`src/rtl/bbm_pkg.sv`:
```
// Shared types, field widths and codes of the binary box morphology block.
package bbm_pkg;

	localparam int ACTION_W    = 1;
	localparam int POS_X_W     = 6;
	localparam int POS_Y_W     = 6;
	localparam int POS_Z_W     = 4;
	localparam int VOXEL_W     = 8;
	localparam int CFG_INDEX_W = 3;
	localparam int CFG_DATA_W  = 7;

	// Register indexes of the configuration port.
	typedef enum logic [CFG_INDEX_W-1:0] {
		REG_OP_MODE,
		REG_WINDOW_RADIUS,
		REG_USE_DEPTH,
		REG_SIZE_X,
		REG_SIZE_Y,
		REG_SIZE_Z
	} reg_index_t;

	// Operation codes; the unused code behaves as a majority vote.
	localparam logic [1:0] OP_ERODE    = 2'd0;
	localparam logic [1:0] OP_DILATE   = 2'd1;
	localparam logic [1:0] OP_MAJORITY = 2'd2;

	localparam logic ACT_WRITE = 1'b0;
	localparam logic ACT_QUERY = 1'b1;

	localparam logic [1:0] RST_OP_MODE       = OP_ERODE;
	localparam logic [2:0] RST_WINDOW_RADIUS = 3'd1;
	localparam logic       RST_USE_DEPTH     = 1'b0;
	localparam logic [6:0] RST_SIZE_X        = 7'd64;
	localparam logic [6:0] RST_SIZE_Y        = 7'd64;
	localparam logic [4:0] RST_SIZE_Z        = 5'd16;

	typedef struct packed {
		logic [1:0] op_mode;
		logic [2:0] window_radius;
		logic       use_depth;
		logic [6:0] size_x;
		logic [6:0] size_y;
		logic [4:0] size_z;
	} cfg_t;

	typedef struct packed {
		logic [ACTION_W-1:0] action;
		logic [POS_X_W-1:0]  pos_x;
		logic [POS_Y_W-1:0]  pos_y;
		logic [POS_Z_W-1:0]  pos_z;
		logic [VOXEL_W-1:0]  voxel_value;
	} item_t;

	// Control from the sequencer to the window counter.
	typedef struct packed {
		logic start;
		logic issue;
		logic last;
	} cnt_ctl_t;

	typedef enum logic [2:0] {
		ST_IDLE,
		ST_WR_READ,
		ST_WR_MOD,
		ST_Q_SETUP,
		ST_Q_RUN,
		ST_Q_DRAIN
	} state_t;

endpackage

```
`src/rtl/bbm_win_count.sv`:
```
// Window counter: masks each returned row to the window columns and sums the ones.
module bbm_win_count import bbm_pkg::*; #(
	parameter int ROW_BITS   = 64,
	parameter int MAX_RADIUS = 5
) (
	input  logic                                            clk,
	input  logic                                            arst_n,
	input  cnt_ctl_t                                        ctl,
	input  logic [$clog2(ROW_BITS)-1:0]                     x0,
	input  logic [$clog2(2*MAX_RADIUS+2)-1:0]               xlen,
	input  logic [ROW_BITS-1:0]                             rdata,
	output logic [$clog2((2*MAX_RADIUS+1)**3+1)-1:0]        ones,
	output logic [$clog2((2*MAX_RADIUS+1)**3+1)-1:0]        total,
	output logic                                            done
);

	localparam int WIN   = 2*MAX_RADIUS + 1;
	localparam int LW    = $clog2(WIN + 1);
	localparam int CNT_W = $clog2(WIN**3 + 1);
	localparam int EXT   = ROW_BITS + WIN;

	logic             issue_s1, last_s1;
	logic             valid_s2, last_s2;
	logic [LW-1:0]    pc_s2;
	logic [EXT-1:0]   shifted_c;
	logic [WIN-1:0]   win_c;
	logic [LW-1:0]    pc_c;
	logic [CNT_W-1:0] ones_q, total_q;
	logic             done_q;

	// The row is padded so that a window reaching past a narrow row still reads zeros.
	always_comb begin
		shifted_c = {{WIN{1'b0}}, rdata} >> x0;
		win_c     = shifted_c[WIN-1:0] & ~({WIN{1'b1}} << xlen);
		pc_c      = '0;
		for (int i = 0; i < WIN; i++) begin
			pc_c = pc_c + LW'(win_c[i]);
		end
	end

	always_ff @(posedge clk or negedge arst_n) begin
		if (!arst_n) begin
			issue_s1 <= 1'b0;
			last_s1  <= 1'b0;
			valid_s2 <= 1'b0;
			last_s2  <= 1'b0;
			ones_q   <= '0;
			total_q  <= '0;
			done_q   <= 1'b0;
		end else begin
			issue_s1 <= ctl.issue;
			last_s1  <= ctl.issue & ctl.last;
			valid_s2 <= issue_s1;
			last_s2  <= last_s1;
			if (ctl.start) begin
				ones_q  <= '0;
				total_q <= '0;
				done_q  <= 1'b0;
			end else if (valid_s2) begin
				ones_q  <= ones_q + CNT_W'(pc_s2);
				total_q <= total_q + CNT_W'(xlen);
				if (last_s2) begin
					done_q <= 1'b1;
				end
			end
		end
	end

	always_ff @(posedge clk) begin
		if (issue_s1) begin
			pc_s2 <= pc_c;
		end
	end

	assign ones  = ones_q;
	assign total = total_q;
	assign done  = done_q;

endmodule

```
`config.mk`:
```
export PLATFORM = sky130hd
export DESIGN_NAME = bbm_win_count
export DESIGN_NICKNAME = d
export VERILOG_FILES = /design/src/rtl/bbm_pkg.sv /design/src/rtl/bbm_win_count.sv
export SDC_FILE = /design/constraint.sdc
export NUM_CORES = 1
export LEC_CHECK = 0
export BUFFER_PORTS_ARGS = -buffer_cell sky130_fd_sc_hd__buf_4
export CORE_MARGIN = 4
export CORE_UTILIZATION = 40
export DETAILED_ROUTE_END_ITERATION = 12
export HOLD_SLACK_MARGIN = 0.15
export SLEW_MARGIN = 20
export SYNTH_ARGS = -nofsm -noshare
export SYNTH_HDL_FRONTEND = slang
export SYNTH_SLANG_ARGS = --single-unit
```
`constraint.sdc`:
```
create_clock -name clk -period 1.8 [get_ports clk]
set_input_delay 0.27 -clock clk [delete_from_list [all_inputs] [get_ports clk]]
set_output_delay 0.27 -clock clk [all_outputs]
set_load 0.02 [all_outputs]
```
==> impl_results.md, run 1 <==
* CTS buffer count at 5
* Yosys cell types at between 50 and 60
* Seq cells post-synth at 31
* Residual DRC at 0
* R2R setup slack at -0.01 ns
* Status: finished, violations left
* Root buf cell: clkbuf_16
* Maximum number of pins on one net before global-route repair at 28
* Total GRT Usage at ~25%
* RSZ-0062 raised after global routing: true
* First-pass GRT wire length at between 20 and 30 mm
* Final setup fails at 6
* Via count at 5687
* Worst Hold Class: input port to flip-flop
* Worst Setup EP: pc_s2[2]$_DFFE_PP_
* Clk sinks at 31
* Final WL at about 19 mm
* Final slew viol count at 0
* Crit-path max FO at 6
* Die footprint at 15100 µm²
* EDFF count, synth at 4
* Starting density of the core at around 41%
* Final std cells w/o fill at 941
* Pre-CTS setup slack at -2.90 ns
* Relative slew slack at ~56%
* Routed length per placed instance at about 20 µm
* TritonCTS clock tree: done
* Clock Skew at between 0.003 and 0.004 ns
* Maxcap violations at 0
* Skew-Pair Late Insertion Delay at between 0.2 and 0.3 ns
* R2r worst-path depth at 7
* Initial DRT Pass Iterations at 5
* R2R Path Start: total[0]$_DFFE_PN0P_
* Clock transition at the registers of the reported paths at 0.05 ns
* CTS max path bufs at 2
* Die W at roughly 120 µm
* Initial DRC count at between 400 and 500
* Mapped Avg Cell Area at between 10 and 15 µm²
* ANT cells at 0
* WP data arrival at 4.19 ns
* PortBufs at 101
* # H-tree levels at 2
* Cell row count at 41
* CP Launch Type: input port
* Post-route clock period utilization at 231%
* Static Leak at 3.61 nW
* Number of cells produced by synthesis at slightly above 500
* Setup Total Neg Slack at -8.99 ns
* Gr ovfl total at 0
* Mapped Area at ~5300 µm²
* Seq/Total Area, Yosys at 15.0%
* Placed Cells at 913
* Crit Path Category: input port to flip-flop
* Io pins at 102
* FFs w/ async S/R, synth at 87.1%
* Most used DFF post-synth: dfrtp_1
* Placer congestion estimate at 0.954
* Share of cells above drive strength 1 at 57.7%
* Synthesis Warnings at 0
* Post-route ant nets at 0
* Vias in the first global route at around 5800
* Core Region at 12800 µm²
* Vias per cell at approximately 6
* Hold Vio Cnt, Final at 0
* Area Overhead vs Synth at 53.3%
* Die height at around 120 µm
* Final Worst Setup Slack at -2.36 ns
* Crit path from: x0[2]
* P per Cell Area at approximately 560 nW/µm²
* R2r endpoint: total[10]$_DFFE_PN0P_
* HPWL Detailed at roughly 15 mm
* Slew @ Worst Pin at 0.658 ns
* Failing checks: negative setup slack
* Post-synthesis net count at about 600
* Hold Slack at between 0.2 and 0.25 ns
* Max Freq at 240 MHz
* Final nets at 865
* Data required, critical path at ~1.8 ns
* Final min period at 4.16 ns
* Worst Setup End Kind: flip-flop
* VDD IR-drop max at ~0.53 mV
* Initial antenna violation count at 0
[critical path, cell delays in order]
cell	delay (ns)
buf_16	0.13
buf_12	0.13
mux2i_4	0.18
mux4_2	0.50
nand2_2	0.09
a21oi_2	0.06
or4_4	0.48
fa_1	0.47
fa_1	0.54
inv_1	0.05
fa_1	0.45
fa_2	0.37
fa_2	0.35
xnor2_1	0.13
[placed cells by master, fill, tap and decap left out, types with 6 or more instances in the layout]
cell | Yosys | layout
buf_6 | 2 | 10
mux2i_1 | 66 | 64
nor2_1 | 41 | 40
mux2_2 | 14 | 14
o31ai_1 | 8 | 6
a22oi_1 | 6 | 6
buf_4 | 11 | 279
clkbuf_16 | 0 | 6
mux4_2 | 70 | 71
a21oi_1 | 25 | 12
a21oi_2 | 0 | 9
dfrtp_1 | 27 | 25
buf_12 | 2 | 7
nand3_1 | 16 | 16
ha_1 | 9 | 7
nor2b_1 | 10 | 10
xnor2_1 | 11 | 11
a21o_1 | 8 | 8
nand2_1 | 34 | 33
o21ai_0 | 11 | 10
[registers in the layout, summed over array words and instances, names as in the netlist]
register,flops
ones,11
total,11
pc_s2,4
done,1
issue_s1,1
last_s1,1
last_s2,1
valid_s2,1
[logic make-up after synthesis]
| logic type | after synthesis | share of synthesized area, % |
|---|---|---|
| DFF | 31 | 15.0 |
| adders and majority gates | 18 | 5.53 |
| and+or+nand+nor | 135 | 12.4 |
| xor gates and xnor gates | 13 | 2.15 |
| buffers and inverters | 54 | 5.81 |
| muxes | 152 | 46.2 |
| AOI/OAI and AO/OA | 101 | 12.8 |
[where the power goes]
group          total (mW)  internal, mW  switching, mW
sequential          0.908         0.840         0.0677
combinational        2.80          1.51           1.28
clock               0.830         0.547          0.283
total                4.53          2.90           1.63
[Yosys cell counts (all sizes together), types with 3 or more instances]
master	number	area share (%)
o21ai	13	1.2
nor2b	10	1.2
o21a	3	0.43
mux2i	66	12
clkbuf	16	1.1
o211ai	3	0.43
nand2	34	2.4
xnor2	11	1.8
edfxtp	4	2.3
fa	9	3.4
ha	9	2.1
mux4	72	31
nand2b	5	0.59
or4	6	0.85
a211oi	7	1.1
buf	31	4.2
mux2	14	3.0
o22ai	6	0.71
a21oi	25	2.4
a31oi	5	0.59
nor2	41	2.9
nor3	3	0.28
and2	3	0.35
dfrtp	27	13
a22oi	6	0.85
o31ai	8	1.1
a211o	3	0.50
inv	5	0.35
a21o	8	1.1
or3	4	0.47
nor4b	4	0.66
nand3	16	1.5
[per-stage QoR]
step | utilization [%] | total power [mW] | area, µm²
final | 63.6 | 4.53 | 8120
after detailed placement | 58.1 | 3.37 | 7430
after CTS | 61.8 | 4.42 | 7890
after global routing | 63.6 | 4.82 | 8120
after floorplan | - | 2.35 | 5360
after global placement | 58.1 | 3.29 | 7430
[metal layers]
layer / routed length (µm) / up-vias / GRT usage [%] / part of all wire [%]
met5: 0 / - / 0 / 0
met4: 515 / 0 / 6.16 / 2.7
met3: 1200 / 43 / 1.65 / 6.2
met2: 9700 / 268 / 43.5 / 51
met1: 7730 / 2840 / 33.0 / 40
li1: - / 2536 / - / -
[area by class of cell]
type	instances	area (µm²)
clock buffers	7	143
clock inverters	1	5.00
fillers	1026	4650
inverters	7	31.3
multi-input cells	419	4430
flip-flops and latches	31	798
well taps	172	215
repair buffers	304	2500
[worst min path at each step]
stage | cells after the start | endpoint | startpoint
CTS | 2 | last_s1$_DFF_PN0_ | ctl[0]
floorplan | 0 | done$_DFFE_PN0P_ | arst_n
global route | 2 | last_s1$_DFF_PN0_ | ctl[0]
finish | 2 | last_s1$_DFF_PN0_ | ctl[0]
global placement | 1 | total[9]$_DFFE_PN0P_ | arst_n
detailed placement | 1 | total[10]$_DFFE_PN0P_ | arst_n
[repair_timing]
item,in CTS,in global routing
cloned,1,1
endpoints found under the hold margin,28,0
resized for setup,50,28
setup buffers,6,12
setup endpoints to repair,13,17
hold buffers,2,0
pin swaps,14,26
Power figures use the tool's default switching activity.
==> inputs of run 2 (changes only) <==
Settings changed: RECOVER_POWER set to 25.
==> run 2 against run 1 <==
The run still ends with negative setup slack left. Largest power group unchanged. Critical path depth unchanged. Flip-flop and latch count did not move. Final area barely moved. Register-to-register slack about the same. Clock power about the same. Setup slack gained 0.0021 ns. Non-clock buffer count unchanged. Die area is the same. Critical endpoint unchanged.
==> impl_results.md, run 2 (same netlist as run 1, synthesis figures left out) <==
* Status: finished, violations left
* Failing checks: negative setup slack
* Met1 GRT Util at 33.0%
* Static Leak at 3.61 nW
* WP data arrival at about 4.2 ns
* Maxcap violations at 0
* Busiest grt layer: met2
* Met3 GRT Util at under 10%
* Final setup fails at 6
* Clock transition at the registers of the reported paths at around 0.050 ns
* Worst Hold Class: input port to flip-flop
* CTS buffer count at 5
* Gr ovfl total at 0
* Via count at around 5700
* Final Worst Setup Slack at -2.36 ns
* Slew @ Worst Pin at between 0.6 and 0.7 ns
* Global routing usage on met2 at between 40% and 50%
* TritonCTS clock tree: done
* First-pass GRT wire length at roughly 30 mm
* Final nets at around 870
* Cell row count at 41
* Skew-Pair Late Insertion Delay at 0.27 ns
* CP Launch Type: input port
* Root buf cell: clkbuf_16
* Die footprint at between 15000 and 20000 µm²
* Area Overhead vs Synth at 53.3%
* Clk sinks at 31
* Max Freq at 240 MHz
* P per Cell Area at roughly 560 nW/µm²
* Starting density of the core at 41.5%
* Die W at 123 µm
* Relative slew slack at 53.6%
* Worst Setup End Kind: flip-flop
* Placer congestion estimate at 0.954
* Data required, critical path at approximately 1.8 ns
* Post-route clock period utilization at 231%
* CTS max path bufs at 2
* Vias per cell at roughly 6
* Post-route ant nets at 0
* Setup Total Neg Slack at -8.98 ns
* Vias in the first global route at 5780
* Io pins at roughly 100
* Initial antenna violation count at 0
* Routed length per placed instance at 20.4 µm
* Final WL at 19.2 mm
* Pre-CTS setup slack at -2.90 ns
* Final core occ at a little under two thirds
* VDD IR-drop max at approximately 0.53 mV
* Crit-path max FO at 6
* Final min period at slightly above 4 ns
* ANT cells at 0
* Total GRT Usage at 24.6%
* Residual DRC at 0
* HPWL Detailed at between 15 and 20 mm
* # fillers at 1026
* Hold Vio Cnt, Final at 0
* Crit Path Category: input port to flip-flop
* Most frequent cells in the layout: buf_4, mux4_2, mux2i_1, nor2_1, nand2_1
* Final slew viol count at 0
* Core Region at 12800 µm²
* Maximum number of pins on one net before global-route repair at 28
* Initial DRC count at around 500
* Most common cell after layout, fill and taps aside: buf_4
* RSZ-0062 raised after global routing: true
* Initial DRT Pass Iterations at 5
* Clock Skew at about 0.0036 ns
* PortBufs at between 100 and 150
* Die height at between 100 and 150 µm
* # H-tree levels at 2
* Share of cells above drive strength 1 at between 50 and 60%
run 2: cell count changes in the layout (fill, tap and decap cells not counted):
cell	before	now
clkbuf_2	0	1
buf_4	279	277
clkbuf_4	0	1
run 2: cell type report:
cell class | count | area (µm²) | share of cell area, %
clock buffers | 7 | 143 | 1.76
clock inverters | 1 | 5.00 | 0.0616
inverters | 7 | 31.3 | 0.385
multi-input cells | 419 | 4430 | 54.5
flip-flops and latches | 31 | 798 | 9.83
well taps | 172 | 215 | 2.65
repair buffers | 304 | 2500 | 30.8
run 2: metrics by stage:
step / power [mW] / cell area (µm²) / hold WS, ns / cells
5_1_grt: 4.82 / 8120 / 0.226 / 941
4_1_cts: 4.42 / 7890 / 0.214 / 930
3_3_place_gp: 3.29 / 7430 / 0.203 / 913
3_5_place_dp: 3.37 / 7430 / 0.214 / 913
2_1_floorplan: 2.35 / 5360 / -0.0256 / 504
6_report: 4.53 / 8120 / 0.215 / 941
run 2: worst max-delay path, cell delays in order:
cell	delay [ns]
buf_16	0.13
buf_12	0.13
mux2i_4	0.18
mux4_2	0.50
nand2_2	0.08
a21oi_2	0.06
or4_4	0.48
fa_1	0.47
fa_1	0.54
inv_1	0.05
fa_1	0.45
fa_2	0.37
fa_2	0.35
xnor2_1	0.13
run 2: final timing paths:
path / startpoint / depth (start not counted) / endpoint / slack (ns)
max: x0[2] / 14 / pc_s2[2]$_DFFE_PP_ / -2.36
min: ctl[0] / 2 / last_s1$_DFF_PN0_ / 0.22
max reg2reg: total[0]$_DFFE_PN0P_ / 7 / total[10]$_DFFE_PN0P_ / -0.01
min reg2reg: last_s1$_DFF_PN0_ / 0 / last_s2$_DFF_PN0_ / 0.36
max in group asynchronous: arst_n / 2 / ones[0]$_DFFE_PN0P_ / 0.72
min in group asynchronous: arst_n / 2 / total[4]$_DFFE_PN0P_ / 0.59
run 2: what timing repair did:
item / in CTS / in global routing
pin swaps: 14 / 26
setup endpoints to repair: 13 / 17
cloned: 1 / 1
hold buffers: 2 / 0
buffers inserted: 6 / 12
endpoints found under the hold margin: 28 / 0
resized for setup: 50 / 28
run 2: per-layer routing:
| metal | vias up | wire length, µm |
|---|---|---|
| met5 | - | 0 |
| met4 | 0 | 531 |
| met3 | 44 | 1200 |
| met1 | 2828 | 7750 |
| met2 | 270 | 9710 |
| li1 | 2528 | - |
run 2: power breakdown:
group / switching [mW] / leakage (nW) / internal, mW / total, mW
Clock: 0.283 / 0.0739 / 0.547 / 0.829
Sequential: 0.0679 / 0.402 / 0.840 / 0.908
Combinational: 1.28 / 3.13 / 1.51 / 2.80
Total: 1.63 / 3.61 / 2.90 / 4.53
==> inputs of run 3 (changes only) <==
Settings changed: CORE_ASPECT_RATIO set to 0.75.
==> run 3 against run 2 <==
The run still ends with negative setup slack left. Sequential share of layout area increased by 0.12 points. Final area decreased by 1.2%. Register-to-register slack about the same. Non-clock buffer count decreased by 6. Setup slack got worse by 0.052 ns. Routed wire length decreased by 0.46%. Power decreased by 2.2%. Count of clock-buffer cells in the layout decreased by 1. Clock skew about the same. Flip-flop and latch count unchanged. Critical endpoint unchanged.
==> impl_results.md, run 3 (same netlist as run 1, synthesis figures left out) <==
* CP Launch Type: input port
* Levels on crit path at 14
* Post-route clock period utilization at 234%
* Max Freq at ~240 MHz
* ANT cells at 0
* First-pass GRT wire length at between 30 and 40 mm
* Cell row count at 36
* Hold Vio Cnt, Final at 0
* Placer congestion estimate at 0.912
* Final nets at approximately 860
* Initial DRT Pass Iterations at 5
* Final instance area at 8020 µm²
* Io pins at approximately 100
* Clock transition at the registers of the reported paths at ~0.05 ns
* Worst Setup End Kind: flip-flop
* Die footprint at 15200 µm²
* TritonCTS clock tree: done
* Data required, critical path at around 1.8 ns
* Clock Skew at 0.00404 ns
* Slew @ Worst Pin at around 0.67 ns
* Die height at ~110 µm
* Most common cell after layout, fill and taps aside: buf_4
* VDD IR-drop max at a little over 0.4 mV
* HPWL Detailed at 15.5 mm
* Most used cell, CP: fa_1
* Residual DRC at 0
* Pre-CTS setup slack at -2.92 ns
* PortBufs at a little over 100
* Failing checks: negative setup slack
* Initial antenna violation count at 0
* Die W at roughly 140 µm
* Skew-Pair Late Insertion Delay at 0.27 ns
* Total GRT Usage at 24.9%
* R2R Path Start: total[1]$_DFFE_PN0P_
* R2r endpoint: total[8]$_DFFE_PN0P_
* Relative slew slack at between 50% and 60%
* Core Region at around 13000 µm²
* Initial DRC count at 511
* RSZ-0062 raised after global routing: true
* R2r worst-path depth at 7
* Total power at between 4 and 5 mW
* Routed length per placed instance at roughly 20 µm
* Hold Crit Depth at 2
* Clk sinks at 31
* Starting density of the core at approximately two fifths
* Root buf cell: clkbuf_16
* Vias in the first global route at 5479
* Vias per cell at 5.98
* CTS max path bufs at 2
* Final slew viol count at 0
* Final setup fails at 4
* Final Worst Setup Slack at -2.41 ns
* Crit Path Category: input port to flip-flop
* Area Overhead vs Synth at 51.4%
* P per Cell Area at 553 nW/µm²
* Slowest cell delay on critical path at 0.53 ns
* WP data arrival at between 4 and 5 ns
* Share of cells above drive strength 1 at ~57%
* Maximum number of pins on one net before global-route repair at 28
* Final min period at 4.21 ns
* Final WL at roughly 19 mm
* Slowest CP cell: fa_1
* Crit path from: x0[1]
* Worst Hold Class: input port to flip-flop
* Final core occ at approximately three fifths
* Post-route ant nets at 0
* # H-tree levels at 2
* Via count at around 5600
* Crit-path max FO at 9
* Delay-heaviest family, CP: adder cells
* R2R setup slack at 0 ns
* Buf+Inv Stages, Crit Path at 3
* Status: finished, violations left
* Critical path, cell by cell: buf_16, buf_6, mux2i_1, mux2i_2, mux2i_1, mux4_2, o32a_1, fa_1, fa_1, inv_1, fa_1, fa_2, fa_2, xnor2_1
* Placed cell areas at between 7000 and 8000 µm²
* CTS buffer count at 5
* Static Leak at ~3.5 nW
* Gr ovfl total at 0
* Most frequent cells in the layout: buf_4, mux4_2, mux2i_1, nor2_1, nand2_1
* Maxcap violations at 0
* Worst Setup EP: pc_s2[2]$_DFFE_PP_
==> run 3: cell count changes in the layout (fill, tap and decap cells not counted), moves of 3 or more <==
cell and change:
a21oi_1 +4, mux2i_1 -4, mux2i_2 +4, a21oi_2 -3
buf_6 -3
==> run 3: final cells by class <==
type	count	area [µm²]
tap	171	214
inverter	7	30.0
clock buffer	6	139
sequential	31	798
clock inverter	1	5.00
multi-input combinational	419	4410
fill	1084	4950
timing repair buffer	298	2420
==> run 3: worst register-to-register path, delay by kind of cell, from the launching register on <==
kind / cells / cell delay (ns)
AND/OR/NAND/NOR: 2 / 0.14
AO/OA/AOI/OAI: 2 / 0.43
adder cells (fa/ha/maj): 1 / 0.36
flip-flops: 1 / 0.43
buffers and inverters: 1 / 0.14
XOR/XNOR: 1 / 0.19
==> run 3: worst min-delay path by stage <==
stage            from                    to  slack, ns
2_1_floorplan  arst_n      done$_DFFE_PN0P_      -0.03
3_5_place_dp   arst_n   ones[9]$_DFFE_PN0P_       0.20
5_1_grt        ctl[0]     last_s1$_DFF_PN0_       0.21
4_1_cts        ctl[0]     last_s1$_DFF_PN0_       0.21
6_report       ctl[0]     last_s1$_DFF_PN0_       0.21
3_3_place_gp   arst_n  ones[10]$_DFFE_PN0P_       0.20
==> run 3: power breakdown <==
part,switching [mW],leakage [nW],internal (mW)
combinational,1.26,3.07,1.45
clock,0.274,0.0727,0.538
sequential,0.0703,0.402,0.840
total,1.61,3.55,2.83
==> run 3: stage by stage <==
stage / std cells / TNS, ns / hold slack [ns]
after floorplan: 504 / -9.51 / -0.0256
after global placement: 913 / -11.84 / 0.204
after detailed placement: 913 / -12.45 / 0.204
after CTS: 927 / -8.97 / 0.208
after global routing: 933 / -9.69 / 0.207
final: 933 / -8.97 / 0.211
==> run 3: layer usage <==
layer	part of all wire [%]	up-vias	GRT usage [%]	wire, µm
met5	0	-	0	0
met4	1.6	0	4.70	304
met3	8.1	34	3.46	1550
met2	46	246	40.2	8880
met1	44	2771	36.3	8360
li1	-	2528	-	-
==> run 3: repair_timing <==
action	4_1_cts	5_1_grt
cloned	1	1
hold buffers	2	0
buffers inserted	5	5
resized for setup	35	27
hold endpoints to repair	28	0
setup endpoints to repair	15	17
pin swaps	10	23
