**src/rtl/bbm_pkg.sv**
```systemverilog
// Shared types, field widths and codes of the binary box morphology block.
package bbm_pkg;

	localparam int ACTION_W    = 1;
	localparam int POS_X_W     = 6;
	localparam int POS_Y_W     = 6;
	localparam int POS_Z_W     = 4;
	localparam int VOXEL_W     = 8;
	localparam int CFG_INDEX_W = 3;
	localparam int CFG_DATA_W  = 7;

	// Register indexes of the configuration port.
	typedef enum logic [CFG_INDEX_W-1:0] {
		REG_OP_MODE,
		REG_WINDOW_RADIUS,
		REG_USE_DEPTH,
		REG_SIZE_X,
		REG_SIZE_Y,
		REG_SIZE_Z
	} reg_index_t;

	// Operation codes; the unused code behaves as a majority vote.
	localparam logic [1:0] OP_ERODE    = 2'd0;
	localparam logic [1:0] OP_DILATE   = 2'd1;
	localparam logic [1:0] OP_MAJORITY = 2'd2;

	localparam logic ACT_WRITE = 1'b0;
	localparam logic ACT_QUERY = 1'b1;

	localparam logic [1:0] RST_OP_MODE       = OP_ERODE;
	localparam logic [2:0] RST_WINDOW_RADIUS = 3'd1;
	localparam logic       RST_USE_DEPTH     = 1'b0;
	localparam logic [6:0] RST_SIZE_X        = 7'd64;
	localparam logic [6:0] RST_SIZE_Y        = 7'd64;
	localparam logic [4:0] RST_SIZE_Z        = 5'd16;

	typedef struct packed {
		logic [1:0] op_mode;
		logic [2:0] window_radius;
		logic       use_depth;
		logic [6:0] size_x;
		logic [6:0] size_y;
		logic [4:0] size_z;
	} cfg_t;

	typedef struct packed {
		logic [ACTION_W-1:0] action;
		logic [POS_X_W-1:0]  pos_x;
		logic [POS_Y_W-1:0]  pos_y;
		logic [POS_Z_W-1:0]  pos_z;
		logic [VOXEL_W-1:0]  voxel_value;
	} item_t;

	// Control from the sequencer to the window counter.
	typedef struct packed {
		logic start;
		logic issue;
		logic last;
	} cnt_ctl_t;

	typedef enum logic [2:0] {
		ST_IDLE,
		ST_WR_READ,
		ST_WR_MOD,
		ST_Q_SETUP,
		ST_Q_RUN,
		ST_Q_DRAIN
	} state_t;

endpackage

```
**src/rtl/bbm_seq.sv**
```systemverilog
// Sequencer: read-modify-write of voxel writes and the row sweep of queries.
module bbm_seq import bbm_pkg::*; #(
	parameter int ROW_BITS   = 64,
	parameter int MAX_ROWS   = 64,
	parameter int MAX_SLICES = 16,
	parameter int MAX_RADIUS = 5
) (
	input  logic                                          clk,
	input  logic                                          arst_n,
	input  cfg_t                                          cfg,
	input  logic                                          in_valid,
	output logic                                          in_ready,
	input  item_t                                         item,
	output logic                                          mem_we,
	output logic [$clog2(MAX_SLICES*MAX_ROWS)-1:0]        mem_waddr,
	output logic [ROW_BITS-1:0]                           mem_wdata,
	output logic                                          mem_re,
	output logic [$clog2(MAX_SLICES*MAX_ROWS)-1:0]        mem_raddr,
	input  logic [ROW_BITS-1:0]                           mem_rdata,
	output cnt_ctl_t                                      cnt_ctl,
	output logic [$clog2(ROW_BITS)-1:0]                   x0,
	output logic [$clog2(2*MAX_RADIUS+2)-1:0]             xlen,
	input  logic [$clog2((2*MAX_RADIUS+1)**3+1)-1:0]      ones,
	input  logic [$clog2((2*MAX_RADIUS+1)**3+1)-1:0]      total,
	input  logic                                          cnt_done,
	input  logic                                          out_free,
	output logic                                          res_load,
	output logic                                          res_bit
);

	localparam int XW    = $clog2(ROW_BITS);
	localparam int YW    = $clog2(MAX_ROWS);
	localparam int ZW    = (MAX_SLICES > 1) ? $clog2(MAX_SLICES) : 1;
	localparam int AW    = $clog2(MAX_SLICES*MAX_ROWS);
	localparam int WIN   = 2*MAX_RADIUS + 1;
	localparam int LW    = $clog2(WIN + 1);
	localparam int CNT_W = $clog2(WIN**3 + 1);
	localparam int LIM_A = (ROW_BITS > MAX_ROWS) ? ROW_BITS : MAX_ROWS;
	localparam int LIM_B = (LIM_A > MAX_SLICES) ? LIM_A : MAX_SLICES;
	localparam int LIM   = (LIM_B > 128) ? LIM_B : 128;
	localparam int CW    = $clog2(LIM + MAX_RADIUS + 1) + 2;

	state_t                state_q, state_d;
	item_t                 item_q;
	logic                  oor_q;
	logic [XW-1:0]         x0_q;
	logic [LW-1:0]         xlen_q;
	logic [YW-1:0]         y0_q, y1_q, y_q;
	logic [ZW-1:0]         z1_q, z_q;

	logic signed [CW-1:0]  px, py, pz, nx, ny, nz, r, rz;
	logic signed [CW-1:0]  xlo, xhi, ylo, yhi, zlo, zhi, xlen_c;
	logic                  oor_c, wr_ok_c, last_row_c, vote_c;
	logic [AW-1:0]         wr_addr_c, run_addr_c;
	logic [ROW_BITS-1:0]   bit_mask_c;

	// A size of zero acts as one, a size past the storage as the storage limit.
	function automatic logic signed [CW-1:0] clamp_size(input logic [CFG_DATA_W-1:0] raw,
			input int lim);
		logic signed [CW-1:0] v;
		if (raw == '0) begin
			v = CW'(1);
		end else if (CW'(raw) > CW'(lim)) begin
			v = CW'(lim);
		end else begin
			v = signed'(CW'(raw));
		end
		return v;
	endfunction

	function automatic logic signed [CW-1:0] low_bound(input logic signed [CW-1:0] p,
			input logic signed [CW-1:0] rad);
		logic signed [CW-1:0] lo;
		lo = p - rad;
		return (lo < 0) ? CW'(0) : lo;
	endfunction

	function automatic logic signed [CW-1:0] high_bound(input logic signed [CW-1:0] p,
			input logic signed [CW-1:0] rad, input logic signed [CW-1:0] n);
		logic signed [CW-1:0] hi;
		hi = p + rad;
		return (hi >= n) ? n - CW'(1) : hi;
	endfunction

	// Window bounds of the held query.
	always_comb begin
		px = signed'(CW'(item_q.pos_x));
		py = signed'(CW'(item_q.pos_y));
		pz = signed'(CW'(item_q.pos_z));
		nx = clamp_size(CFG_DATA_W'(cfg.size_x), ROW_BITS);
		ny = clamp_size(CFG_DATA_W'(cfg.size_y), MAX_ROWS);
		nz = clamp_size(CFG_DATA_W'(cfg.size_z), MAX_SLICES);
		if (cfg.window_radius == '0) begin
			r = CW'(1);
		end else if (CW'(cfg.window_radius) > CW'(MAX_RADIUS)) begin
			r = CW'(MAX_RADIUS);
		end else begin
			r = signed'(CW'(cfg.window_radius));
		end
		rz      = cfg.use_depth ? r : CW'(0);
		xlo     = low_bound(px, r);
		xhi     = high_bound(px, r, nx);
		ylo     = low_bound(py, r);
		yhi     = high_bound(py, r, ny);
		zlo     = low_bound(pz, rz);
		zhi     = high_bound(pz, rz, nz);
		xlen_c  = xhi - xlo + CW'(1);
		oor_c   = (px >= nx) || (py >= ny) || (pz >= nz);
		wr_ok_c = (px < CW'(ROW_BITS)) && (py < CW'(MAX_ROWS)) && (pz < CW'(MAX_SLICES));
	end

	assign wr_addr_c  = AW'(item_q.pos_z) * AW'(MAX_ROWS) + AW'(item_q.pos_y);
	assign run_addr_c = AW'(z_q) * AW'(MAX_ROWS) + AW'(y_q);
	assign last_row_c = (y_q == y1_q) && (z_q == z1_q);
	assign bit_mask_c = {{(ROW_BITS-1){1'b0}}, 1'b1} << item_q.pos_x;
	assign vote_c     = {ones, 1'b0} >= {1'b0, total};

	always_ff @(posedge clk or negedge arst_n) begin
		if (!arst_n) begin
			state_q <= ST_IDLE;
		end else begin
			state_q <= state_d;
		end
	end

	always_ff @(posedge clk) begin
		if (in_valid && in_ready) begin
			item_q <= item;
		end
		if (state_q == ST_Q_SETUP) begin
			oor_q  <= oor_c;
			x0_q   <= xlo[XW-1:0];
			xlen_q <= xlen_c[LW-1:0];
			y0_q   <= ylo[YW-1:0];
			y1_q   <= yhi[YW-1:0];
			z1_q   <= zhi[ZW-1:0];
			y_q    <= ylo[YW-1:0];
			z_q    <= zlo[ZW-1:0];
		end else if (state_q == ST_Q_RUN) begin
			if (y_q == y1_q) begin
				y_q <= y0_q;
				z_q <= z_q + ZW'(1);
			end else begin
				y_q <= y_q + YW'(1);
			end
		end
	end

	always_comb begin
		state_d       = state_q;
		in_ready      = 1'b0;
		mem_we        = 1'b0;
		mem_re        = 1'b0;
		mem_raddr     = wr_addr_c;
		cnt_ctl.start = 1'b0;
		cnt_ctl.issue = 1'b0;
		cnt_ctl.last  = last_row_c;
		res_load      = 1'b0;
		res_bit       = 1'b0;
		unique case (state_q)
			ST_IDLE: begin
				in_ready = 1'b1;
				if (in_valid) begin
					state_d = (item.action == ACT_QUERY) ? ST_Q_SETUP : ST_WR_READ;
				end
			end
			ST_WR_READ: begin
				mem_re  = wr_ok_c;
				state_d = wr_ok_c ? ST_WR_MOD : ST_IDLE;
			end
			ST_WR_MOD: begin
				mem_we  = 1'b1;
				state_d = ST_IDLE;
			end
			ST_Q_SETUP: begin
				cnt_ctl.start = 1'b1;
				state_d       = oor_c ? ST_Q_DRAIN : ST_Q_RUN;
			end
			ST_Q_RUN: begin
				mem_re        = 1'b1;
				mem_raddr     = run_addr_c;
				cnt_ctl.issue = 1'b1;
				if (last_row_c) begin
					state_d = ST_Q_DRAIN;
				end
			end
			ST_Q_DRAIN: begin
				if ((oor_q || cnt_done) && out_free) begin
					res_load = 1'b1;
					state_d  = ST_IDLE;
				end
				if (!oor_q) begin
					case (cfg.op_mode)
						OP_ERODE:  res_bit = (ones == total);
						OP_DILATE: res_bit = (ones != '0);
						default:   res_bit = vote_c;
					endcase
				end
			end
			default: begin
				state_d = ST_IDLE;
			end
		endcase
	end

	assign mem_waddr = wr_addr_c;
	assign mem_wdata = (item_q.voxel_value != '0) ? (mem_rdata | bit_mask_c)
	                                              : (mem_rdata & ~bit_mask_c);
	assign x0        = x0_q;
	assign xlen      = xlen_q;

endmodule

```
**config.mk**
```make
export PLATFORM = sky130hd
export DESIGN_NAME = bbm_seq
export DESIGN_NICKNAME = d
export VERILOG_FILES = /design/src/rtl/bbm_pkg.sv /design/src/rtl/bbm_seq.sv
export SDC_FILE = /design/constraint.sdc
export NUM_CORES = 1
export LEC_CHECK = 0
export CORE_MARGIN = 1
export CORE_UTILIZATION = 30
export DETAILED_ROUTE_END_ITERATION = 12
export DONT_BUFFER_PORTS = 1
export GPL_TIMING_DRIVEN = 0
export PLACE_DENSITY_LB_ADDON = 0.2
export SETUP_SLACK_MARGIN = 0.1
export SLEW_MARGIN = 20
export SYNTH_ARGS = -nofsm -noshare
export SYNTH_HDL_FRONTEND = slang
export SYNTH_SLANG_ARGS = --single-unit
```
**constraint.sdc**
```tcl
create_clock -name clk -period 5.03 [get_ports clk]
set_input_delay 0.7545 -clock clk [delete_from_list [all_inputs] [get_ports clk]]
set_output_delay 0.7545 -clock clk [all_outputs]
set_load 0.03 [all_outputs]
```
==> results of run 1 <==
## how the worst min path moves through the flow
stage | to | startpoint | depth (start not counted) | slack, ps
2_1_floorplan | state_q[0] | arst_n | 0 | 460
4_1_cts | state_q[1] | arst_n | 0 | 80
6_report | state_q[1] | arst_n | 0 | 100
3_3_place_gp | state_q[1] | arst_n | 0 | 460
3_5_place_dp | state_q[1] | arst_n | 0 | 460
5_1_grt | state_q[1] | arst_n | 0 | 80
## state kept, by name, summed over array words and instances, names as in the netlist
| signal | count |
|---|---|
| z_q | 4 |
| y0_q | 6 |
| item_q | 24 |
| oor_q | 1 |
| x0 | 6 |
| y1_q | 6 |
| y_q | 6 |
| state_q | 3 |
| xlen | 4 |
| z1_q | 4 |
## layout make-up
class | count | area, sq um
Timing Repair Buffer | 2 | 40.0
Clock buffer | 10 | 229
Fill cell | 2160 | 13900
Sequential cell | 64 | 1910
Tap cell | 275 | 344
Buffer | 41 | 205
Inverter | 48 | 180
Antenna cell | 1 | 2.50
Multi-Input combinational cell | 547 | 4190
Clock inverter | 6 | 67.6
## where the power goes
group | leakage (nW) | total, mW | internal, mW | switching [mW]
Sequential | 0.600 | 0.913 | 0.785 | 0.128
Clock | 0.141 | 0.640 | 0.387 | 0.253
Combinational | 2.02 | 1.47 | 0.537 | 0.934
Total | 2.76 | 3.02 | 1.71 | 1.31
## through the flow
step / util (%) / setup TNS (ps) / hold slack, ps
floorplan: - / 0 / 459
global placement: 32.3 / -504 / 459
detailed placement: 32.5 / -498 / 459
CTS: 34.0 / 0 / 81.9
global route: 34.1 / 0 / 76.6
finish: 34.1 / 0 / 102
## Yosys cell counts (11+ instances only)
cell	instances	share of area, %
mux2_2	78	14
nand3_1	12	0.93
nor4_1	12	1.2
inv_1	47	2.7
xnor2_1	34	4.6
o21ai_0	24	1.9
nor3_1	11	0.85
a21oi_1	21	1.6
nor2_1	91	5.3
clkbuf_1	24	1.4
edfxtp_1	61	28
buf_4	12	1.4
nand2_1	60	3.5
xor2_1	14	1.9
ha_1	74	14
## cell families (layout without fill, tap and decap cells)
logic type               Yosys count  in the layout  synth area share, %
buffers and inverters             89            107                 5.98
multiplexers                      87             87                 15.0
XOR/XNOR                          48             48                 6.52
AND/OR/NAND/NOR                  241            241                 17.5
adder cells (fa/ha/maj)           81             81                 16.5
AO/OA/AOI/OAI                     90             90                 8.83
flip-flops                        64             64                 29.6
other                              0              1                    0
## per-layer routing
metal	up-vias	part of all wire [%]	GRT usage, %
met5	-	0	0
met4	0	3.1	7.47
met3	24	6.3	4.63
met2	194	50	30.6
met1	2263	40	19.9
li1	2485	-	-
## repair_timing
action	4_1_cts	5_1_grt
hold buffers	0	0
gates cloned	0	0
gates resized for setup	2	3
pin swaps	0	0
setup endpoints to repair	1	1
==> qor.yml, run 1 <==
outcome:
  run_status: "complete, no violations"
floorplanning:
  start_util_pct: 30.7
  core_sq_um: 21000
  rows: 53
  ios: 243
  die_x_microns: 149
  design.die.area_sq_um: 22100
  die_height_microns: 149
timing:
  max_freq_mhz: 217
  finClkSkew_ps: 7.16
  rsz0062_at_grt: "no"
  setup_ws_ps: 414
  finalHoldViolations: 0
  min_period_ps: 4620
  fin_crit_sh_pct: 91.8
  finalSetupViolations: 0
  relSlewSlack_pct: 34.6
  slew_violations: 0
  worst_slew_pin_slew_ps: 974
setup_path:
  cp-endpoint: "xlen[3]"
  reg2regPathDepth: 17
  timing_worst_setup_path_type: "in -> reg"
  crit_chain: "inv_1 > nor2_1 > o21bai_4 > ha_1 > inv_1 > fa_1 > nor2_1 > o21ai_0 > xnor2_1 > ha_1 > nand4_1 > and3_1 > o21ai_1 > mux2_2 > ha_1 > inv_1 > fa_1 > xnor2_1 > xnor2_1 > xnor2_1"
  timing.rr.start: "item_q[19]"
  cp_num_buf_inv: 3
  reg2reg_to: "xlen[3]"
  end_kind: "flop"
  timing.critical_path.fanout_max: 6
  path_depth: 20
  cp_slowest_cell: "fa_1"
  critPathLaunch: "cfg[22]"
  critPathArrivalTime_ps: 4700
  r2r_setup_slack_ps: 550
  slowest_delay_ps: 430
  path_delay_family: "adder cells"
  cp-start-kind: "input port"
  critPathMostFrequentCell: "xnor2_1"
  worstPathRequired_ps: 5120
clocking:
  cts_root_buf: "clkbuf_16"
  clkLatencyLatePin_ps: 340
  cts-buffers-inserted: 9
  path_clk_slew_ps: 60
  post_cts.repair.setup_buffers: 0
  clock_sinks: 64
  clockBufferDepth: 2
  h-tree-depth: 3
  cts_tree: "done"
detailed_routing:
  avgRoutedWirePerCell_microns: 19.2
  vias_per_cell: 5.00
  drcViolationCount: 0
  dr.first_iter.drc_count: 174
  num_vias: 4966
  ant_nets: 0
  wl_microns: 19100
  dr.pass1.iters: 5
power_and_ir_drop:
  ir_drop_uv: 159
  power.leakage_nw: 2.76
  power_density_nw_per_um2: 422
  finalPower_mw: 3.02
cells_and_area:
  fin_nets: 935
  drive_gt1_share_pct: 17.3
  fin_cells: 994
  final_area_sq_um: 7160
  final_common_cell: "nor2_1"
  mostFrequentLayoutCells: "nor2_1 (91), mux2_2 (78), ha_1 (74)"
  syn_to_final_growth_pct: 11.1
yosys:
  synth-async-reset-ratio_pct: 4.69
  synthFlopType: "edfxtp_1"
  synth-seq-area-share_pct: 29.6
  syn_area_per_cell_sq_um: 9.21
  synthesis.nets: 922
  yosys_warnings: 0
  syn_inst: 700
  syn_area_sq_um: 6450
  synth_seq_cells: 64
  synth-edff-count: 61
  synth_cell_types: 51
hold_path:
  hp-class: "in -> async"
place:
  post_dp_cell_area_sq_um: 6840
  dp_hpwl_microns: 15800
  io_buffers: 0
  dpl.cell_count: 977
  dp_slack_ps: -405
  place.gp.congestion: 0.826
grt:
  grt_overflow_total: 0
  grt_pass1_wl_microns: 28900
  track_usage_pct: 17.5
  first_global_vias: 5033
  antenna_found_initial: 1
  grt_max_degree: 23
run:
  max_cap_violations: 0
Power figures use the tool's default switching activity.
==> run 2, diff against run 1 <==
Settings changed: ABC_AREA set to 1.
==> run 2 against run 1 <==
Sequential share of layout area decreased by 1.2 points; sequential power rose by 7.2%; non-clock buffer count increased by 2; fmax is 0.32% lower; count of clock-buffer cells in the layout down 1; total power is 6.0% higher; design area grew 4.8%; largest power group unchanged; register-to-register slack hardly changed; combinational power about the same; die area up 3.6%; flip-flop and latch count is the same; critical endpoint unchanged.
==> qor.yml, run 2 <==
timing:
  worst_slew_pin_slew_ps: 1090  # +119 ps
  finalSetupViolations: 0  # unchanged
  finClkSkew_ps: 12.1  # +4.90 ps
  max_freq_mhz: 216  # -0.32%
  min_period_ps: 4630  # +14.8 ps
  slew_violations: 0  # unchanged
  fin_crit_sh_pct: 92.1  # +0.29 points
  fin_setup_tns_ps: 0  # unchanged
  rsz0062_at_grt: "no"
  whs_ps: 98.8  # -3.22 ps
  relSlewSlack_pct: 26.4  # -8.2 points
  finalHoldViolations: 0  # unchanged
floorplanning:
  rows: 54  # +1.9%
  design.die.area_sq_um: 22900  # +3.6%
  die_x_microns: 151  # +1.8%
  core_sq_um: 21800  # +3.8%
  start_util_pct: 30.6  # -0.043 points
  die_height_microns: 151  # +1.8%
  ios: 243  # unchanged
place:
  dp_hpwl_microns: 16800  # +6.3%
  io_buffers: 0  # unchanged
  place.gp.congestion: 0.830  # +0.42%
  dpl.cell_count: 1220  # +25%
grt:
  antenna_found_initial: 0  # -1
  first_global_vias: 5814  # +16%
  track_usage_pct: 17.6  # +0.10 points
  grt_pass1_wl_microns: 30600  # +6.0%
  grt_max_degree: 20  # -13%
  grt_overflow_total: 0  # unchanged
cells_and_area:
  largest_reg_flops: 24  # unchanged
  num_antenna_cells: 0  # -1
  fin_nets: 1175  # +26%
  regMostFlops: "item_q"
  syn_to_final_growth_pct: 12.4
  final_common_cell: "nand2_1"
  fin_cells: 1238  # +25%
  drive_gt1_share_pct: 8.66  # -8.6 points
  mostFrequentLayoutCells: "nand2_1 (218), inv_1 (116), nor2_1 (90)"
setup_path:
  cp_slowest_cell: "fa_2"
  slowest_delay_ps: 360  # -70 ps
  critPathMostFrequentCell: "nand2_1"
  timing.critical_path.fanout_max: 7  # +1
  end_kind: "flop"
  worstPathRequired_ps: 5130  # about the same
  timing_worst_setup_path_type: "in -> reg"
  critPathArrivalTime_ps: 4730  # +30 ps
  cp-start-kind: "input port"
yosys:
  syn_area_per_cell_sq_um: 7.14  # -22%
  synth_top_cell_area_share_pct: 27.4  # -1.0 points
  synth-edff-count: 61  # unchanged
  ys_top_cells_by_area: "edfxtp_1 (27%), ha_1 (14%), nand2_1 (12%)"
  synthesis.nets: 1158  # +26%
  synth-seq-area-share_pct: 28.5  # -1.0 points
  synthTopCellsByCount: "nand2_1 (220), inv_1 (118), nor2_1 (91)"
  synth-async-reset-ratio_pct: 4.69  # unchanged
  yosys_warnings: 0  # unchanged
  syn_area_sq_um: 6680  # +3.7%
  synth_seq_cells: 64  # unchanged
  synth_cell_types: 36  # -29%
  yosysTopAreaCell: "edfxtp_1"
  synthFlopType: "edfxtp_1"
  synth.most_common_cell: "nand2_1"
  syn_inst: 936  # +34%
detailed_routing:
  avgRoutedWirePerCell_microns: 16.4  # -15%
  wl_microns: 20200  # +5.8%
  num_vias: 6163  # +24%
  dr.first_iter.drc_count: 275  # +58%
  vias_per_cell: 4.98  # -0.36%
  drcViolationCount: 0  # unchanged
  ant_nets: 0  # unchanged
  dr.pass1.iters: 5  # unchanged
power_and_ir_drop:
  power.leakage_nw: 3.41  # +24%
  power_density_nw_per_um2: 427  # +1.1%
  ir_drop_uv: 157  # -1.4%
clocking:
  cts_tree: "done"
  clockBufferDepth: 2  # unchanged
  cts_root_buf: "clkbuf_16"
  path_clk_slew_ps: 70  # about the same
  h-tree-depth: 3  # unchanged
  cts-buffers-inserted: 9  # unchanged
  clkLatencyLatePin_ps: 340  # about the same
  clock_sinks: 64  # unchanged
hold_path:
  hp-class: "in -> async"
run:
  max_cap_violations: 0  # unchanged
outcome:
  run_status: "complete, no violations"
[run 2: cell count changes after synthesis, sizes merged, moves of 18 or more]
cell,previous run,this run
mux2,78,0
a31oi,3,21
inv,47,121
xnor2,34,13
nand3,13,54
a21oi,21,63
o21ai,26,76
nand2,60,220
[run 2: per-stage QoR]
stage               instance area (sq um)  power, mW  utilization [%]  setup slack [ps]
finish                               7510       3.21             34.4               399
global route                         7510       3.48             34.4              71.0
CTS                                  7460       3.22             34.2               108
detailed placement                   7090       2.45             32.5              -837
global placement                     7030       2.42             32.2              -831
floorplan                            6680       2.09                -               119
[run 2: report_power, final]
group / total [mW] / internal [mW] / switching, mW
Combinational: 1.48 / 0.466 / 1.01
Sequential: 0.979 / 0.808 / 0.171
Clock: 0.746 / 0.490 / 0.256
[run 2: cell type report]
type / count / area [sq um]
clock inverter: 7 / 125
buffer: 39 / 206
clock buffer: 9 / 225
timing repair buffer: 6 / 65.1
fill: 2348 / 14300
inverter: 123 / 465
sequential: 64 / 1910
tap: 280 / 350
multi-input combinational: 710 / 4160
[run 2: routing by layer]
metal / GRT usage [%] / share of wire (%) / vias to the layer above
met1: 23.0 / 46 / 2783
met2: 29.0 / 46 / 198
met4: 5.20 / 1.4 / 0
met5: 0 / 0 / -
li1: - / - / 3165
met3: 3.49 / 6.3 / 17
[run 2: worst max-delay path, delay by kind of cell]
family	cells	cell delay [ps]
fa+ha+maj	6	1590
compound gates	2	170
simple gates	16	1470
xor+xnor	1	210
buf+inv	10	570
[run 2: final timing paths]
| path | from | to | slack [ps] | depth (start not counted) |
|---|---|---|---|---|
| min in group clk | item[8] | item_q[8] | 500 | 0 |
| min | arst_n | state_q[1] | 100 | 0 |
| max | cfg[21] | xlen[3] | 400 | 35 |
| min reg2reg | state_q[1] | state_q[1] | 580 | 3 |
| max reg2reg | item_q[19] | xlen[3] | 560 | 29 |
| max in group asynchronous | arst_n | state_q[2] | 4870 | 0 |
[run 2: repair_timing]
item | CTS | global route
setup endpoints to repair | 2 | 1
gates resized for setup | 5 | 9
setup buffers | 1 | 1
pin swaps | 0 | 3
hold buffers | 0 | 0
[run 2: logic make-up (layout without fill, tap and decap cells)]
family,after synthesis,in the layout,synth area share [%]
and+or+nand+nor,419,419,27.0
AOI/OAI and AO/OA,182,182,14.8
buffers and inverters,162,184,9.98
adders and majority gates,81,81,16.0
DFF,64,64,28.5
xor gates and xnor gates,28,28,3.67
==> run 3, diff against run 2 <==
==> constraint.sdc (replaced) <==
create_clock -name clk -period 5.03 [get_ports clk]
set_input_delay 1.006 -clock clk [delete_from_list [all_inputs] [get_ports clk]]
set_output_delay 1.006 -clock clk [all_outputs]
set_load 0.03 [all_outputs]
==> run 3 against run 2 <==
Worst setup slack lost 79 ps; via count fell by 0.84%; utilization barely moved; non-clock buffer count increased by 3; sequential share of layout area barely moved; count of clock-buffer cells in the layout did not move; critical path depth stayed put; critical path type unchanged; highest routed layer unchanged.
==> qor.yml, run 3 (synthesis results as in run 2) <==
outcome:
  run_status: "complete, no violations"
run:
  max_cap_violations: 0  # unchanged
cells_and_area:
  final_common_cell: "nand2_1"
  drive_gt1_share_pct: 9.57  # +0.91 points
  mostFrequentLayoutCells: "nand2_1 (216), inv_1 (115), nor2_1 (88)"
  fillers: 2344  # -0.17%
  regArea_sq_um: 1910  # unchanged
  num_antenna_cells: 0  # unchanged
  syn_to_final_growth_pct: 12.5
  fin_util_pct: 34.5  # +0.046 points
  final_area_sq_um: 7520  # +0.13%
  largest_reg_flops: 24  # unchanged
  fin_nets: 1178  # +0.26%
  regMostFlops: "item_q"
  multi_input_area_sq_um: 4200  # +0.81%
place:
  place.gp.congestion: 0.893  # +7.6%
  io_buffers: 0  # unchanged
  dp_hpwl_microns: 17200  # +2.3%
  post_dp_cell_area_sq_um: 7090  # unchanged
setup_path:
  slowest_delay_ps: 370  # about the same
  timing_worst_setup_path_type: "in -> reg"
  timing.critical_path.fanout_max: 6  # -1
  cp_num_buf_inv: 10  # unchanged
  critPathMostFrequentCell: "inv_1"
  end_kind: "flop"
  cp-start-kind: "input port"
  worstPathRequired_ps: 5130  # about the same
  critPathArrivalTime_ps: 4810  # +80 ps
  cp_slowest_cell: "fa_2"
  path_delay_family: "adder cells"
grt:
  antenna_found_initial: 0  # unchanged
  grt_overflow_total: 0  # unchanged
  grt_pass1_wl_microns: 31200  # +1.8%
  track_usage_pct: 18.0  # +0.45 points
  grt_max_degree: 24  # +20%
  first_global_vias: 5731  # -1.4%
detailed_routing:
  dr.pass1.iters: 7  # +2
  wl_microns: 20900  # +3.3%
  vias_per_cell: 4.92  # -1.1%
  avgRoutedWirePerCell_microns: 16.9  # +3.0%
  dr.first_iter.drc_count: 344  # +25%
  ant_nets: 0  # unchanged
  num_vias: 6111  # -0.84%
  drcViolationCount: 0  # unchanged
clocking:
  clockBufferDepth: 2  # unchanged
  clock_sinks: 64  # unchanged
  cts_hold_buffers: 0  # unchanged
  path_clk_slew_ps: 60  # about the same
  cts_tree: "done"
  h-tree-depth: 3  # unchanged
  cts_root_buf: "clkbuf_16"
  cts-buffers-inserted: 9  # unchanged
  clkLatencyLatePin_ps: 340  # about the same
floorplanning:
  design.die.area_sq_um: 22900  # unchanged
  core_sq_um: 21800  # unchanged
  start_util_pct: 30.6  # unchanged
  die_x_microns: 151  # unchanged
  ios: 243  # unchanged
  rows: 54  # unchanged
  die_height_microns: 151  # unchanged
timing:
  whs_ps: 351  # +253 ps
  worst_slew_pin_slew_ps: 1120  # +31.4 ps
  rsz0062_at_grt: "no"
  finClkSkew_ps: 8.93  # -3.13 ps
  fin_crit_sh_pct: 93.6  # +1.6 points
  relSlewSlack_pct: 24.3  # -2.1 points
  finalHoldViolations: 0  # unchanged
  slew_violations: 0  # unchanged
  fin_setup_tns_ps: 0  # unchanged
  max_freq_mhz: 212  # -1.7%
  min_period_ps: 4710  # +79.3 ps
  finalSetupViolations: 0  # unchanged
power_and_ir_drop:
  power.leakage_nw: 3.40  # -0.46%
  power.clock.fraction_pct: 20.9  # -2.4 points
  finalPower_mw: 3.14  # -2.1%
  switchingPower_mw: 1.47  # +1.8%
  ir_drop_uv: 181  # +16%
  pwr-share-comb_pct: 47.9  # +1.7 points
  p_int_mw: 1.67  # -5.2%
  power_density_nw_per_um2: 418  # -2.2%
  p_sw_share_pct: 46.7  # +1.8 points
  pwr-share-seq_pct: 31.2  # +0.7 points
hold_path:
  hp-class: "in -> async"
-- run 3: cell types whose count changed in the layout (fill, tap and decap cells not counted), moves of 2 or more --
cell        change
nor2_1          -2
nor2_2          +2
clkinvlp_4      +3
nand2_2         +2
nand2_1         -2
buf_4           +3
ha_4            +2
bufinv_16       -2
-- run 3: area by class of cell --
class,instances,share of cell area [%]
clock buffer,9,3.00
clock inverter,7,1.05
inverter,123,6.19
sequential,64,25.4
multi-input combinational,710,55.8
buffer,39,2.75
timing repair buffer,9,1.16
tap,280,4.66
-- run 3: per-layer routing --
| metal | part of all wire, % | global-route usage (%) | vias to the layer above | routed length, microns |
|---|---|---|---|---|
| li1 | - | - | 3161 | - |
| met5 | 0 | 0 | - | 0 |
| met2 | 47 | 29.6 | 199 | 9750 |
| met3 | 5.6 | 3.70 | 24 | 1170 |
| met4 | 2.3 | 6.70 | 0 | 471 |
| met1 | 46 | 23.2 | 2727 | 9530 |
-- run 3: timing repair --
item                       CTS  global route
gates resized for setup      4            14
setup endpoints to repair    1             1
hold endpoints to repair     0             0
gates cloned                 0             0
buffers inserted             3             3
pin swaps                    2            10
-- run 3: final timing paths --
check,from,endpoint,slack [ps],cells after the start
max reg2reg,item_q[19],xlen[3],570,29
min in group clk,state_q[1],state_q[1],560,3
max,cfg[21],xlen[3],320,35
min reg2reg,state_q[1],state_q[1],560,3
min,arst_n,state_q[1],350,0
max in group asynchronous,arst_n,state_q[2],4610,0
-- run 3: power by group through the flow --
stage	Combinational [mW]	Sequential [mW]	Clock, mW
2_1_floorplan	1.15	0.940	0
3_3_place_gp	1.43	0.999	0
3_5_place_dp	1.46	0.992	0
4_1_cts	1.49	0.981	0.673
5_1_grt	1.70	1.00	0.689
6_report	1.50	0.980	0.655
-- run 3: per-stage QoR --
| stage | std cells | setup WS [ps] |
|---|---|---|
| 3_3_place_gp | 1216 | -548 |
| 5_1_grt | 1241 | 107 |
| 6_report | 1241 | 320 |
| 3_5_place_dp | 1219 | -537 |
| 4_1_cts | 1238 | 139 |
| 2_1_floorplan | 936 | 111 |
